File: src/hw/rtl/rqsr_pkg.sv
// Shared types, codes and the sequencer control store for the ring queue.
package rqsr_pkg;

   localparam int unsigned WORD_W = 32;
   localparam int unsigned FILL_W = 4;

   typedef enum logic [1:0] {
      CMD_PUSH   = 2'd0,
      CMD_POP    = 2'd1,
      CMD_SEARCH = 2'd2,
      CMD_REMOVE = 2'd3
   } cmd_type;

   typedef enum logic [1:0] {
      ST_OK    = 2'd0,
      ST_EMPTY = 2'd1,
      ST_FULL  = 2'd2
   } status_type;

   // Sequencer step addresses
   typedef enum logic [4:0] {
      S_IDLE,
      S_PUSH_CHK,
      S_PUSH_WR,
      S_POP_RD,
      S_POP_TAKE,
      S_SCAN_INIT,
      S_SCAN_RD,
      S_SCAN_CMP,
      S_SCAN_END,
      S_FOUND,
      S_SHIFT_TEST,
      S_SHIFT_RD,
      S_SHIFT_WR,
      S_REMOVE,
      S_RSP_EMPTY,
      S_RSP_FULL,
      S_RESPOND
   } step_type;

   // Datapath actions
   typedef enum logic [3:0] {
      A_NONE,
      A_ACCEPT,
      A_PUSH,
      A_RD_HEAD,
      A_POP,
      A_K_LOAD,
      A_SCAN_RD,
      A_FOUND,
      A_RD_NEXT,
      A_SHIFT_WR,
      A_REMOVE,
      A_ST_EMPTY,
      A_ST_FULL,
      A_RESPOND
   } act_type;

   // Branch conditions
   typedef enum logic [3:0] {
      J_ALWAYS,
      J_DISPATCH,
      J_FULL,
      J_EMPTY,
      J_MISS_MORE,
      J_NO_MATCH,
      J_SEARCH,
      J_SHIFT_DONE,
      J_SHIFT_MORE,
      J_OUT_BUSY
   } cond_type;

   typedef struct packed {
      act_type  act;
      cond_type cond;
      step_type on_true;
      step_type on_false;
   } uword_type;

   // Control store: one word per step
   function automatic uword_type ucode(input step_type s);
      uword_type w;
      unique case (s)
         S_IDLE:       w = '{A_ACCEPT,   J_DISPATCH,   S_IDLE,       S_IDLE};
         S_PUSH_CHK:   w = '{A_NONE,     J_FULL,       S_RSP_FULL,   S_PUSH_WR};
         S_PUSH_WR:    w = '{A_PUSH,     J_ALWAYS,     S_RESPOND,    S_RESPOND};
         S_POP_RD:     w = '{A_RD_HEAD,  J_EMPTY,      S_RSP_EMPTY,  S_POP_TAKE};
         S_POP_TAKE:   w = '{A_POP,      J_ALWAYS,     S_RESPOND,    S_RESPOND};
         S_SCAN_INIT:  w = '{A_K_LOAD,   J_EMPTY,      S_RSP_EMPTY,  S_SCAN_RD};
         S_SCAN_RD:    w = '{A_SCAN_RD,  J_ALWAYS,     S_SCAN_CMP,   S_SCAN_CMP};
         S_SCAN_CMP:   w = '{A_NONE,     J_MISS_MORE,  S_SCAN_RD,    S_SCAN_END};
         S_SCAN_END:   w = '{A_NONE,     J_NO_MATCH,   S_RESPOND,    S_FOUND};
         S_FOUND:      w = '{A_FOUND,    J_SEARCH,     S_RESPOND,    S_SHIFT_TEST};
         S_SHIFT_TEST: w = '{A_NONE,     J_SHIFT_DONE, S_REMOVE,     S_SHIFT_RD};
         S_SHIFT_RD:   w = '{A_RD_NEXT,  J_ALWAYS,     S_SHIFT_WR,   S_SHIFT_WR};
         S_SHIFT_WR:   w = '{A_SHIFT_WR, J_SHIFT_MORE, S_SHIFT_RD,   S_REMOVE};
         S_REMOVE:     w = '{A_REMOVE,   J_ALWAYS,     S_RESPOND,    S_RESPOND};
         S_RSP_EMPTY:  w = '{A_ST_EMPTY, J_ALWAYS,     S_RESPOND,    S_RESPOND};
         S_RSP_FULL:   w = '{A_ST_FULL,  J_ALWAYS,     S_RESPOND,    S_RESPOND};
         S_RESPOND:    w = '{A_RESPOND,  J_OUT_BUSY,   S_RESPOND,    S_IDLE};
         default:      w = '{A_NONE,     J_ALWAYS,     S_IDLE,       S_IDLE};
      endcase
      return w;
   endfunction

   // Entry step for each command
   function automatic step_type dispatch(input cmd_type c);
      step_type s;
      unique case (c)
         CMD_PUSH:   s = S_PUSH_CHK;
         CMD_POP:    s = S_POP_RD;
         CMD_SEARCH: s = S_SCAN_INIT;
         CMD_REMOVE: s = S_SCAN_INIT;
         default:    s = S_IDLE;
      endcase
      return s;
   endfunction

endpackage

File: src/hw/rtl/rqsr_if.sv
// Valid/ready channel interfaces for the command and response words.
interface rqsr_req_if import rqsr_pkg::*; ();
   logic                     valid;
   logic                     ready;
   cmd_type                  cmd;
   logic signed [WORD_W-1:0] operand;

   modport source (output valid, output cmd, output operand, input ready);
   modport sink (input valid, input cmd, input operand, output ready);
endinterface

interface rqsr_rsp_if import rqsr_pkg::*; ();
   logic                     valid;
   logic                     ready;
   logic signed [WORD_W-1:0] popped_word;
   logic                     found;
   status_type               status;
   logic [FILL_W-1:0]        fill_count;

   modport source (output valid, output popped_word, output found, output status,
                   output fill_count, input ready);
   modport sink (input valid, input popped_word, input found, input status,
                 input fill_count, output ready);
endinterface

File: src/hw/rtl/rqsr_ram.sv
// Generic single-write, single-read RAM with registered read data.
module rqsr_ram #(
   parameter int unsigned WIDTH = 32,
   parameter int unsigned DEPTH = 16
) (
   input  logic                     clock,
   input  logic                     wr_en,
   input  logic [$clog2(DEPTH)-1:0] wr_addr,
   input  logic [WIDTH-1:0]         wr_data,
   input  logic                     rd_en,
   input  logic [$clog2(DEPTH)-1:0] rd_addr,
   output logic [WIDTH-1:0]         rd_data
);

   logic [WIDTH-1:0] mem [DEPTH];
   logic [WIDTH-1:0] rd_data_ff;

   always_ff @(posedge clock) begin
      if (wr_en) begin
         mem[wr_addr] <= wr_data;
      end
      if (rd_en) begin
         rd_data_ff <= mem[rd_addr];
      end
   end

   assign rd_data = rd_data_ff;

endmodule

File: src/hw/rtl/ring_queue_search_remove_core.sv
// Top level: circular word queue with search and remove, microcoded control.
//
//  channel | dir | handshake            | payload
//  --------+-----+----------------------+------------------------------------------
//  req     | in  | req.valid/req.ready  | cmd, operand
//  rsp     | out | rsp.valid/rsp.ready  | popped_word, found, status, fill_count
//
// Search and remove scan the stored words from the newest end; a remove on a hit
// then moves each later word down one slot to close the gap.
// The scan and shift rate is set by the single RAM read port: one read per scanned
// or moved word, with the compare or write-back in the cycle after it.
// Reset (synchronous) empties the queue; the slot RAM needs no clearing pass.
// One word in flight; the response register lets the next command enter while
// the previous response still waits on rsp.ready.
module ring_queue_search_remove_core import rqsr_pkg::*; #(
   parameter int unsigned DEPTH = 16
) (
   input logic          clock,
   input logic          reset,
   rqsr_req_if.sink     req,
   rqsr_rsp_if.source   rsp
);

   localparam int unsigned PW = $clog2(DEPTH);
   localparam int unsigned CW = (PW > FILL_W) ? PW : FILL_W;
   localparam logic [PW-1:0] FULL_COUNT = PW'(DEPTH - 1);

   // (a + b) mod DEPTH for a, b below DEPTH
   function automatic logic [PW-1:0] wrap_add(input logic [PW-1:0] a,
                                              input logic [PW-1:0] b);
      logic [PW:0] s;
      s = {1'b0, a} + {1'b0, b};
      if (s >= (PW+1)'(DEPTH)) begin
         s = s - (PW+1)'(DEPTH);
      end
      return s[PW-1:0];
   endfunction

   // Sequencer
   step_type  upc_ff, upc_in;
   uword_type uw;
   logic      cond_true;

   // Command registers
   cmd_type                  cmd_ff, cmd_in;
   logic signed [WORD_W-1:0] operand_ff, operand_in;

   // Queue state
   logic [PW-1:0] head_ff, head_in;
   logic [PW-1:0] tail_ff, tail_in;
   logic [PW-1:0] count_ff, count_in;
   logic [PW-1:0] k_ff, k_in;      // scan position, logical from head
   logic [PW-1:0] j_ff, j_in;      // shift position

   // Result being built
   logic signed [WORD_W-1:0] popped_ff, popped_in;
   logic                     found_ff, found_in;
   status_type               status_ff, status_in;

   // Response register
   logic                     out_valid_ff, out_valid_in;
   logic signed [WORD_W-1:0] out_popped_ff, out_popped_in;
   logic                     out_found_ff, out_found_in;
   status_type               out_status_ff, out_status_in;
   logic [FILL_W-1:0]        out_fill_ff, out_fill_in;

   // RAM port
   logic              ram_we, ram_re;
   logic [PW-1:0]     ram_waddr, ram_raddr;
   logic [WORD_W-1:0] ram_wdata, ram_rdata;

   logic          req_accept;
   logic          out_busy;
   logic          match;
   logic [PW-1:0] k_dec;
   logic [PW:0]   j_plus1, j_plus2;
   logic [CW-1:0] count_wide;

   rqsr_ram #(
      .WIDTH (WORD_W),
      .DEPTH (DEPTH)
   ) u_slots (
      .clock   (clock),
      .wr_en   (ram_we),
      .wr_addr (ram_waddr),
      .wr_data (ram_wdata),
      .rd_en   (ram_re),
      .rd_addr (ram_raddr),
      .rd_data (ram_rdata)
   );

   assign uw         = ucode(upc_ff);
   // no word is taken while reset is held
   assign req.ready  = (uw.act == A_ACCEPT) && !reset;
   assign req_accept = req.valid && req.ready;
   assign out_busy   = out_valid_ff && !rsp.ready;
   assign match      = (ram_rdata == operand_ff);
   assign k_dec      = k_ff - PW'(1);
   assign j_plus1    = {1'b0, j_ff} + (PW+1)'(1);
   assign j_plus2    = {1'b0, j_ff} + (PW+1)'(2);
   assign count_wide = CW'(count_ff);

   // Branch condition and next step
   always_comb begin
      unique case (uw.cond)
         J_ALWAYS:     cond_true = 1'b1;
         J_DISPATCH:   cond_true = req.valid;
         J_FULL:       cond_true = (count_ff == FULL_COUNT);
         J_EMPTY:      cond_true = (count_ff == '0);
         J_MISS_MORE:  cond_true = !match && (k_ff != '0);
         J_NO_MATCH:   cond_true = !match;
         J_SEARCH:     cond_true = (cmd_ff == CMD_SEARCH);
         J_SHIFT_DONE: cond_true = (j_plus1 >= {1'b0, count_ff});
         J_SHIFT_MORE: cond_true = (j_plus2 < {1'b0, count_ff});
         J_OUT_BUSY:   cond_true = out_busy;
         default:      cond_true = 1'b0;
      endcase

      if (uw.cond == J_DISPATCH && cond_true) begin
         upc_in = dispatch(req.cmd);
      end else if (cond_true) begin
         upc_in = uw.on_true;
      end else begin
         upc_in = uw.on_false;
      end
   end

   // Datapath
   always_comb begin
      cmd_in        = cmd_ff;
      operand_in    = operand_ff;
      head_in       = head_ff;
      tail_in       = tail_ff;
      count_in      = count_ff;
      k_in          = k_ff;
      j_in          = j_ff;
      popped_in     = popped_ff;
      found_in      = found_ff;
      status_in     = status_ff;
      out_valid_in  = out_valid_ff && !rsp.ready;
      out_popped_in = out_popped_ff;
      out_found_in  = out_found_ff;
      out_status_in = out_status_ff;
      out_fill_in   = out_fill_ff;
      ram_we        = 1'b0;
      ram_waddr     = tail_ff;
      ram_wdata     = operand_ff;
      ram_re        = 1'b0;
      ram_raddr     = head_ff;

      unique case (uw.act)
         A_NONE: begin
         end
         A_ACCEPT: begin
            if (req_accept) begin
               cmd_in     = req.cmd;
               operand_in = req.operand;
               popped_in  = '0;
               found_in   = 1'b0;
               status_in  = ST_OK;
            end
         end
         A_PUSH: begin
            ram_we   = 1'b1;
            tail_in  = wrap_add(tail_ff, PW'(1));
            count_in = count_ff + PW'(1);
         end
         A_RD_HEAD: begin
            ram_re = 1'b1;
         end
         A_POP: begin
            popped_in = ram_rdata;
            head_in   = wrap_add(head_ff, PW'(1));
            count_in  = count_ff - PW'(1);
         end
         A_K_LOAD: begin
            k_in = count_ff;
         end
         A_SCAN_RD: begin
            // newest first: step back one and fetch
            k_in      = k_dec;
            ram_re    = 1'b1;
            ram_raddr = wrap_add(head_ff, k_dec);
         end
         A_FOUND: begin
            found_in = 1'b1;
            j_in     = k_ff;
         end
         A_RD_NEXT: begin
            ram_re    = 1'b1;
            ram_raddr = wrap_add(head_ff, j_plus1[PW-1:0]);
         end
         A_SHIFT_WR: begin
            ram_we    = 1'b1;
            ram_waddr = wrap_add(head_ff, j_ff);
            ram_wdata = ram_rdata;
            j_in      = j_plus1[PW-1:0];
         end
         A_REMOVE: begin
            tail_in  = wrap_add(tail_ff, FULL_COUNT);
            count_in = count_ff - PW'(1);
         end
         A_ST_EMPTY: begin
            status_in = ST_EMPTY;
         end
         A_ST_FULL: begin
            status_in = ST_FULL;
         end
         A_RESPOND: begin
            if (!out_busy) begin
               out_valid_in  = 1'b1;
               out_popped_in = popped_ff;
               out_found_in  = found_ff;
               out_status_in = status_ff;
               out_fill_in   = count_wide[FILL_W-1:0];
            end
         end
         default: begin
         end
      endcase
   end

   always_ff @(posedge clock) begin
      if (reset) begin
         upc_ff       <= S_IDLE;
         head_ff      <= '0;
         tail_ff      <= '0;
         count_ff     <= '0;
         out_valid_ff <= 1'b0;
      end else begin
         upc_ff       <= upc_in;
         head_ff      <= head_in;
         tail_ff      <= tail_in;
         count_ff     <= count_in;
         out_valid_ff <= out_valid_in;
      end
   end

   always_ff @(posedge clock) begin
      cmd_ff        <= cmd_in;
      operand_ff    <= operand_in;
      k_ff          <= k_in;
      j_ff          <= j_in;
      popped_ff     <= popped_in;
      found_ff      <= found_in;
      status_ff     <= status_in;
      out_popped_ff <= out_popped_in;
      out_found_ff  <= out_found_in;
      out_status_ff <= out_status_in;
      out_fill_ff   <= out_fill_in;
   end

   assign rsp.valid       = out_valid_ff;
   assign rsp.popped_word = out_popped_ff;
   assign rsp.found       = out_found_ff;
   assign rsp.status      = out_status_ff;
   assign rsp.fill_count  = out_fill_ff;

`ifndef SYNTHESIS
   // pointers and count stay consistent
   a_ptr_count: assert property (@(posedge clock) disable iff (reset)
      tail_ff == wrap_add(head_ff, count_ff))
      else $error("tail pointer disagrees with head plus count");

   // a push always grows the queue by one word
   a_push_grows: assert property (@(posedge clock) disable iff (reset)
      (uw.act == A_PUSH) |=> (count_ff == $past(count_ff) + PW'(1)))
      else $error("push did not advance count");

   // full status only reported with a full queue
   a_full_status: assert property (@(posedge clock) disable iff (reset)
      (uw.act == A_RESPOND && !out_busy && status_ff == ST_FULL)
         |-> (count_ff == FULL_COUNT))
      else $error("full status on a queue that is not full");

   // a match is never reported alongside an error status
   a_found_ok: assert property (@(posedge clock) disable iff (reset)
      (uw.act == A_RESPOND && !out_busy && found_ff) |-> (status_ff == ST_OK))
      else $error("found set with non-ok status");
`endif

endmodule
File: src/flat_wrapper.sv
// flat-port wrapper written by rule: the top's interface ports become plain ports
module ring_queue_search_remove_core_flat import rqsr_pkg::*;
#(
   parameter int unsigned DEPTH = 16
)
  (clock, reset, req_valid, req_cmd, req_operand, req_ready, rsp_valid, rsp_popped_word, rsp_found, rsp_status, rsp_fill_count, rsp_ready);
  rqsr_req_if req_i ();
  rqsr_rsp_if rsp_i ();
  input logic clock;
  input logic reset;
  input wire logic [$bits(req_i.valid)-1:0] req_valid;
  input wire logic [$bits(req_i.cmd)-1:0] req_cmd;
  input wire logic [$bits(req_i.operand)-1:0] req_operand;
  output wire logic [$bits(req_i.ready)-1:0] req_ready;
  output wire logic [$bits(rsp_i.valid)-1:0] rsp_valid;
  output wire logic [$bits(rsp_i.popped_word)-1:0] rsp_popped_word;
  output wire logic [$bits(rsp_i.found)-1:0] rsp_found;
  output wire logic [$bits(rsp_i.status)-1:0] rsp_status;
  output wire logic [$bits(rsp_i.fill_count)-1:0] rsp_fill_count;
  input wire logic [$bits(rsp_i.ready)-1:0] rsp_ready;
  assign req_i.valid = req_valid;
  assign req_i.cmd = req_cmd;
  assign req_i.operand = req_operand;
  assign req_ready = req_i.ready;
  assign rsp_valid = rsp_i.valid;
  assign rsp_popped_word = rsp_i.popped_word;
  assign rsp_found = rsp_i.found;
  assign rsp_status = rsp_i.status;
  assign rsp_fill_count = rsp_i.fill_count;
  assign rsp_i.ready = rsp_ready;
  ring_queue_search_remove_core #(.DEPTH(DEPTH)) u_core (.clock(clock), .reset(reset), .req(req_i), .rsp(rsp_i));
endmodule
File: config.mk
export PLATFORM = sky130hd
export DESIGN_NAME = ring_queue_search_remove_core_flat
export DESIGN_NICKNAME = d
export VERILOG_FILES = /design/src/hw/rtl/rqsr_pkg.sv /design/src/hw/rtl/rqsr_if.sv /design/src/hw/rtl/rqsr_ram.sv /design/src/hw/rtl/ring_queue_search_remove_core.sv /design/src/flat_wrapper.sv
export SDC_FILE = /design/constraint.sdc
export NUM_CORES = 1
export LEC_CHECK = 0
export BUFFER_PORTS_ARGS = -buffer_cell sky130_fd_sc_hd__buf_4
export CORE_UTILIZATION = 40
export CTS_BUF_LIST = sky130_fd_sc_hd__clkbuf_4
export DETAILED_ROUTE_END_ITERATION = 10
export GPL_TIMING_DRIVEN = 0
export PLACE_DENSITY = 0.63
export SYNTH_ARGS = -nofsm -noshare
export SYNTH_HDL_FRONTEND = slang
export SYNTH_HIERARCHICAL = 1
export SYNTH_SLANG_ARGS = --single-unit
export TNS_END_PERCENT = 1
File: constraint.sdc
create_clock -name clock -period 6.8 [get_ports clock]
set_input_delay 1.36 -clock clock [delete_from_list [all_inputs] [get_ports clock]]
set_output_delay 1.36 -clock clock [all_outputs]
set_load 0.01 [all_outputs]
* After elaboration in Yosys (flattened, before gate mapping)
Memory sizes are Yosys's and may differ from the RTL's. A register that Yosys moved wholly into a read port is not among the register bits.
Cells that the tools add are included.
** Word-level totals
- Register bits after elaboration :: 129
- Memory bits (writable) :: 512
- Memory bits (read-only) :: 576
- Bits of input ports :: 38
- Output and inout port bits :: 41
- Logic and storage cells :: 129
- Memories :: 2
** Memory list
- (name not given) :: words 32, bits a word 18, rd ports 1, clocked after memory_dff 1, write ports 0, line rqsr_pkg.sv:83 : unique case (s)
- u_core.u_slots.mem :: words 16, bits a word 32, rd ports 1, clocked after memory_dff 1, write ports 1, line rqsr_ram.sv:15 : logic [WIDTH-1:0] mem [DEPTH];
** Operators by class
- Add/sub/neg operators :: 17
- Magnitude comparators :: 8
- Equality and inequality tests :: 29
- Mux-type cells :: 29
- Bitwise gates (word level) :: 1
- Reduce and logical (&&, ||, !) cells :: 28
** Operators with widths (count)
- two-way mux 32 bit :: 2
- case mux 32 bit (2 select lines) :: 1
- case mux 4 bit (2 select lines) :: 5
- equality test 4 bit, second input constant :: 9
- equality test 32 bit :: 1
- equality test 4 x 3 -> 1 bit, second input constant :: 8
- subtractor 4 x 1 -> 4 bit, second input constant :: 8
- greater-or-equal comparator 5 bit, second input constant :: 6
- two-way mux 4 bit :: 7
- equality test 4 x 2 -> 1 bit, second input constant :: 4
- adder 4 x 1 -> 5 bit, second input constant :: 3
- adder 4 x 4 -> 5 bit :: 3
- two-way mux 5 bit :: 3
- case mux 5 bit (3 select lines) :: 1
- nonzero test 2 bit :: 6
- case mux 1 bit (10 select lines) :: 1
- AND reduction 2 bit :: 5
- equality test 4 x 1 -> 1 bit, second input constant :: 2
- logical NOT 4 bit :: 2
- equality test 2 bit, second input constant :: 3
- two-way mux 1 bit :: 6
- case mux 2 bit (3 select lines) :: 1
- OR reduction 2 bit :: 3
- adder 4 x 2 -> 5 bit, second input constant :: 1
- 15 further kinds :: 21

* Longest topological paths before layout
- Word-level depth :: 7
- Mapped depth :: 19
- Depth with buffers taken out :: 18

* Cells and area by module
Netlist, hierarchy kept.
** By module, submodules not included
- rqsr_ram :: instances 1, cells each 838, area each 20155.6 sq um
- ring_queue_search_remove_core :: instances 1, cells each 577, area each 7128.1 sq um

* Least setup slack after synthesis
Ideal clock, no wire load.
- Path type :: reg-to-reg
- From :: register u_core/uw[14] (netlist name)
- To :: memory u_core.u_slots.mem[0][0], enable pin
- Arrival :: 4.550 ns
- Setup slack :: 1.789 ns
- Stages on the path, launching flop included :: 9
- Period minus slack after synthesis :: 5.011 ns
- Path through :: dfxtp_1 -> clkbuf_1 -> nand2b_1 -> nor2_1 -> clkbuf_1 -> clkbuf_1 -> mux2_2 -> or3b_2 -> nor3_1
** Between the ends
- Elaborated cells on any way between the ends :: 7
- Those cells by class :: 2 x eq/ne; 4 x mux; 1 x reduce/logical
** RTL lines
- equality test 4 bit :: line ring_queue_search_remove_core.sv:151 : unique case (uw.act)
- two-way mux 4 bit :: line ring_queue_search_remove_core.sv:151
- net u_core.ram_waddr[2] :: line ring_queue_search_remove_core.sv:69 : logic [PW-1:0] ram_waddr, ram_raddr;
- end, declared :: line rqsr_ram.sv:15
The timed path passes the listed nets, and every way through them passes these cells.

* Worst setup path after layout
- From :: register u_core/uw[14] (netlist name)
- To :: memory u_core.u_slots.mem[7][5], enable pin
** Between the ends
- Elaborated cells on any way between the ends :: 7
- Those cells by class :: 2 x eq/ne; 4 x mux; 1 x reduce/logical
** RTL lines (line)
- equality test 4 bit :: ring_queue_search_remove_core.sv:151
- two-way mux 4 bit :: ring_queue_search_remove_core.sv:151
- net u_core.ram_waddr[1] :: ring_queue_search_remove_core.sv:69
The timed path passes the listed nets, and every way through them passes these cells.

==> summary.md <==
| Metric | Value |
|---|---|
| Status | completed |
| Worst skew pair latency | 1030 ps |
| Worst-path cell chain | clkbuf_1, nand2b_1, nor2_1, clkbuf_1, clkbuf_1, nor2_1, a21oi_1, nand2_1, nor2_4, buf_16 |
| # nets final | 1776 |
| Max_slew headroom | 27.7% |
| Hold-fix buffers at CTS | 0 |
| Cell accounting for the most synthesized area | edfxtp_1 |
| Flop pwr share | 49.7% |
| Grt total ovfl | 0 |
| Port bufs | 78 |
| Area contributors post-synth | edfxtp_1 (73%), mux4_2 (11%), dfxtp_1 (2.3%), a22oi_1 (1.8%), mux2_2 (1.6%) |
| Most frequent CP cell | clkbuf_1 |
| Most common cell in the netlist | edfxtp_1 |
| Dpl cells | roughly 2400 |
| Power share of the combinational group | 17.5% |
| Worst Setup End Kind | flip-flop |
| Met2 Routed Length | roughly 30 mm |
| Core region area | 0.0673 mm² |
| Internal | 0.00759 W |
| Met1 WL | ~28 mm |
| Worst hold path type | reg -> reg |
| Vias in the first global route | 15164 |
| Post-synthesis cell type count | 58 |
| Post-synth top cells | edfxtp_1 (660), mux4_2 (128), a22oi_1 (66), nand2_1 (62), nor2_1 (49) |
| Final Hold Viols | 0 |
| Row count | 95 |
| VDD IR max | 0.000171 V |
| Final Hold Slack | 386 ps |
| TritonCTS buffer count | 176 |
| Hold Crit Start | u_core/popped_ff[11] |
| R2r startpoint | u_core/uw[14] |
| Worst-path maximum fanout | 19 |
| Max incr delay on CP | 900 ps |
| Req. time, crit path | 7470 ps |
| First-pass GRT wire length | around 97 mm |
| MaxCap Viol Count | 0 |
| Sink Count | 691 |
| PwrDens | about 330 mW/mm² |
| Die Span X | 263 µm |
| Mapped Cells | 1415 |
| Post-CTS sizing | 0 |
| CTS tree | built |
| DRC | 0 |
| Clock Root Buffer | clkbuf_4 |
| Initial antenna violation count | 4 |
| Fmax | between 150 and 200 MHz |
| Post-Layout Cell Count | 2699 |
| Flop2flop setup slack | roughly 1600 ps |
| Min Clock Period, post-route | 5200 ps |
| Total GRT Usage | 19.4% |
| Post-CTS setup buffers | 0 |
| Critical Path AT | 5870 ps |
| Fin. max-slew vios | 0 |
| Final WL | 66.3 mm |
| Synth top area share | 72.6% |
| Reg clk slew, reported paths | 60 ps |
| Hold Path Sink | u_core/rsp.popped_word[11] |
| Total number of vias | about 15000 |
| Fraction of registers with async set or reset after synthesis | 0% |
| Gpl congestion | 0.872 |
| FF-to-FF End | u_core/u_slots/mem[7][5] |
| Clock Skew | 80.2 ps |
| Critical path's slowest cell | nor2_4 |
| Routed Antenna Nets | 0 |
| # IOs | 79 |
| Final Cycle Share | 76.5% |
| Starting Density | between 40% and 50% |
| Final setup viols | 0 |
| Syn avg cell area | 19.3 µm² |
| Mapped Nets | 1485 |
| First-pass DRT Iterations | 5 |
| Share of cells above drive strength 1 | 33.2% |
| Die area | between 0.06 and 0.07 mm² |
| Post-layout util | 47.4% |
| Sw Ratio | 27.5% |
| Area growth syn-to-layout | 16.8% |
| Crit Path Class | reg -> reg |
| Tightest Pin Transition | 1070 ps |
| Critical Path Start | u_core/uw[14] |
| Routed met3 length | 5.76 mm |
| Drt wl/cell | 24.6 µm |
| Yosys reg bits | roughly 700 |
| Setup repair after global routing missed its margin | no |
| Largest net degree at the start of global routing | 27 |
| Sequential area share after synthesis | 74.9% |
| Max Root-Sink Buffers | 3 |
| Die Y | 263 µm |
| Vias/cell | 5.50 |
| Syn Std Cell Area | 0.0273 mm² |
| Syn. warnings | 6 |
| Worst R2R Path Depth | 10 |
| Htree depth | 4 |
| Leakage | around 10 nW |
| Sw Pwr | 0.00288 W |
| CP Launch Type | flip-flop |
| Hpwl dp | about 43 mm |
| Top sig layer | met4 |
| Main synth FF type | edfxtp_1 |
| Clock power share | 32.8% |
| EDFF count, synth | 660 |
| Hold depth | 0 |
| DRT iter0 DRCs | about 1300 |
[power by group through the flow]
stage,clock (W),combinational (W),sequential [W]
final,0.00344,0.00183,0.00521
after global routing,0.00375,0.00197,0.00523
after CTS,0.00353,0.00184,0.00521
after detailed placement,0,0.00182,0.00530
after global placement,0,0.00171,0.00532
after floorplan,0,0.00121,0.00525
[how the worst max path moves through the flow]
| stage | to | slack, ps | cells past startpoint |
|---|---|---|---|
| detailed placement | u_core/u_slots/mem[0][14] | 1610 | 11 |
| floorplan | u_core/u_slots/mem[0][0] | 1790 | 8 |
| finish | u_core/u_slots/mem[7][5] | 1600 | 10 |
| global route | u_core/u_slots/mem[7][5] | 1270 | 10 |
| global placement | u_core/u_slots/mem[0][14] | -2460 | 8 |
| CTS | u_core/u_slots/mem[7][5] | 1640 | 10 |
[cell usage in the layout (no fill, tap or decap), types with 5 or more instances in the layout]
cell type / netlist / final
clkbuf_4: 0 / 257
inv_1: 23 / 22
nor3_1: 12 / 8
and2_1: 33 / 33
mux2i_1: 8 / 8
o21ai_0: 19 / 19
diode_2: 0 / 7
xnor2_1: 45 / 45
nor2_4: 0 / 12
buf_4: 9 / 87
buf_12: 0 / 11
nand2_1: 62 / 61
xor2_1: 9 / 9
nor2b_1: 9 / 8
mux4_2: 128 / 128
buf_2: 12 / 12
a22oi_1: 66 / 66
buf_1: 12 / 12
dfxtp_1: 31 / 31
clkbuf_1: 32 / 32
nand3_1: 11 / 11
a21oi_1: 35 / 35
or3_1: 5 / 5
buf_6: 2 / 15
edfxtp_1: 660 / 660
nand2b_1: 9 / 9
nand3b_1: 5 / 5
nor2_1: 49 / 37
mux2_2: 38 / 38
or2_2: 5 / 5
nand4_1: 10 / 10
buf_16: 0 / 5
buf_8: 0 / 6
ha_1: 28 / 28
clkinv_1: 0 / 19
[worst max-delay path, delay by kind of cell (launching register included)]
family          cells  cell delay [ps]
simple gates        5             2010
buf+inv             4             1940
compound gates      1              630
flops               1              300
[per-layer routing]
metal  vias to the layer above  track usage [%]
met5                         -                0
met4                         0             7.05
met2                       686             29.6
li1                       6395                -
met1                      7654             26.6
met3                        99             5.59
[area by class of cell]
type | instances | area, µm²
diodes | 7 | 17.5
plain buffers | 67 | 315
fillers | 5706 | 35400
well taps | 873 | 1090
flip-flops and latches | 691 | 20400
clock buffers | 257 | 1930
multi-input cells | 634 | 6580
repair buffers | 113 | 1180
clock inverters | 34 | 234
inverters | 23 | 86.3
[stage by stage]
| stage | setup TNS (ps) | setup WS [ps] | instance area, µm² | total power (W) |
|---|---|---|---|---|
| finish | 0 | 1600 | 31900 | 0.0105 |
| CTS | 0 | 1640 | 31900 | 0.0106 |
| global placement | -327820 | -2460 | 29000 | 0.00703 |
| detailed placement | 0 | 1610 | 29700 | 0.00712 |
| global route | 0 | 1270 | 31900 | 0.0109 |
| floorplan | 0 | 1790 | 27300 | 0.00646 |
[registers in the layout (all words and copies together) (netlist names), 18 cells and up]
| signal | cells |
|---|---|
| u_core/operand_ff | 32 |
| u_core/popped_ff | 32 |
| u_core/rsp.popped_word | 32 |
| u_core/u_slots/mem | 512 |
| u_core/u_slots/rd_data | 32 |
| u_core/uw | 18 |
[logic make-up after synthesis]
family / after synthesis / share of synthesized area [%]
DFF: 691 / 74.9
and+or+nand+nor: 221 / 4.01
muxes: 175 / 12.5
AOI/OAI and AO/OA: 152 / 3.78
buffers and inverters: 90 / 1.47
xor gates and xnor gates: 54 / 1.73
adders and majority gates: 32 / 1.58
Power figures use the tool's default switching activity.
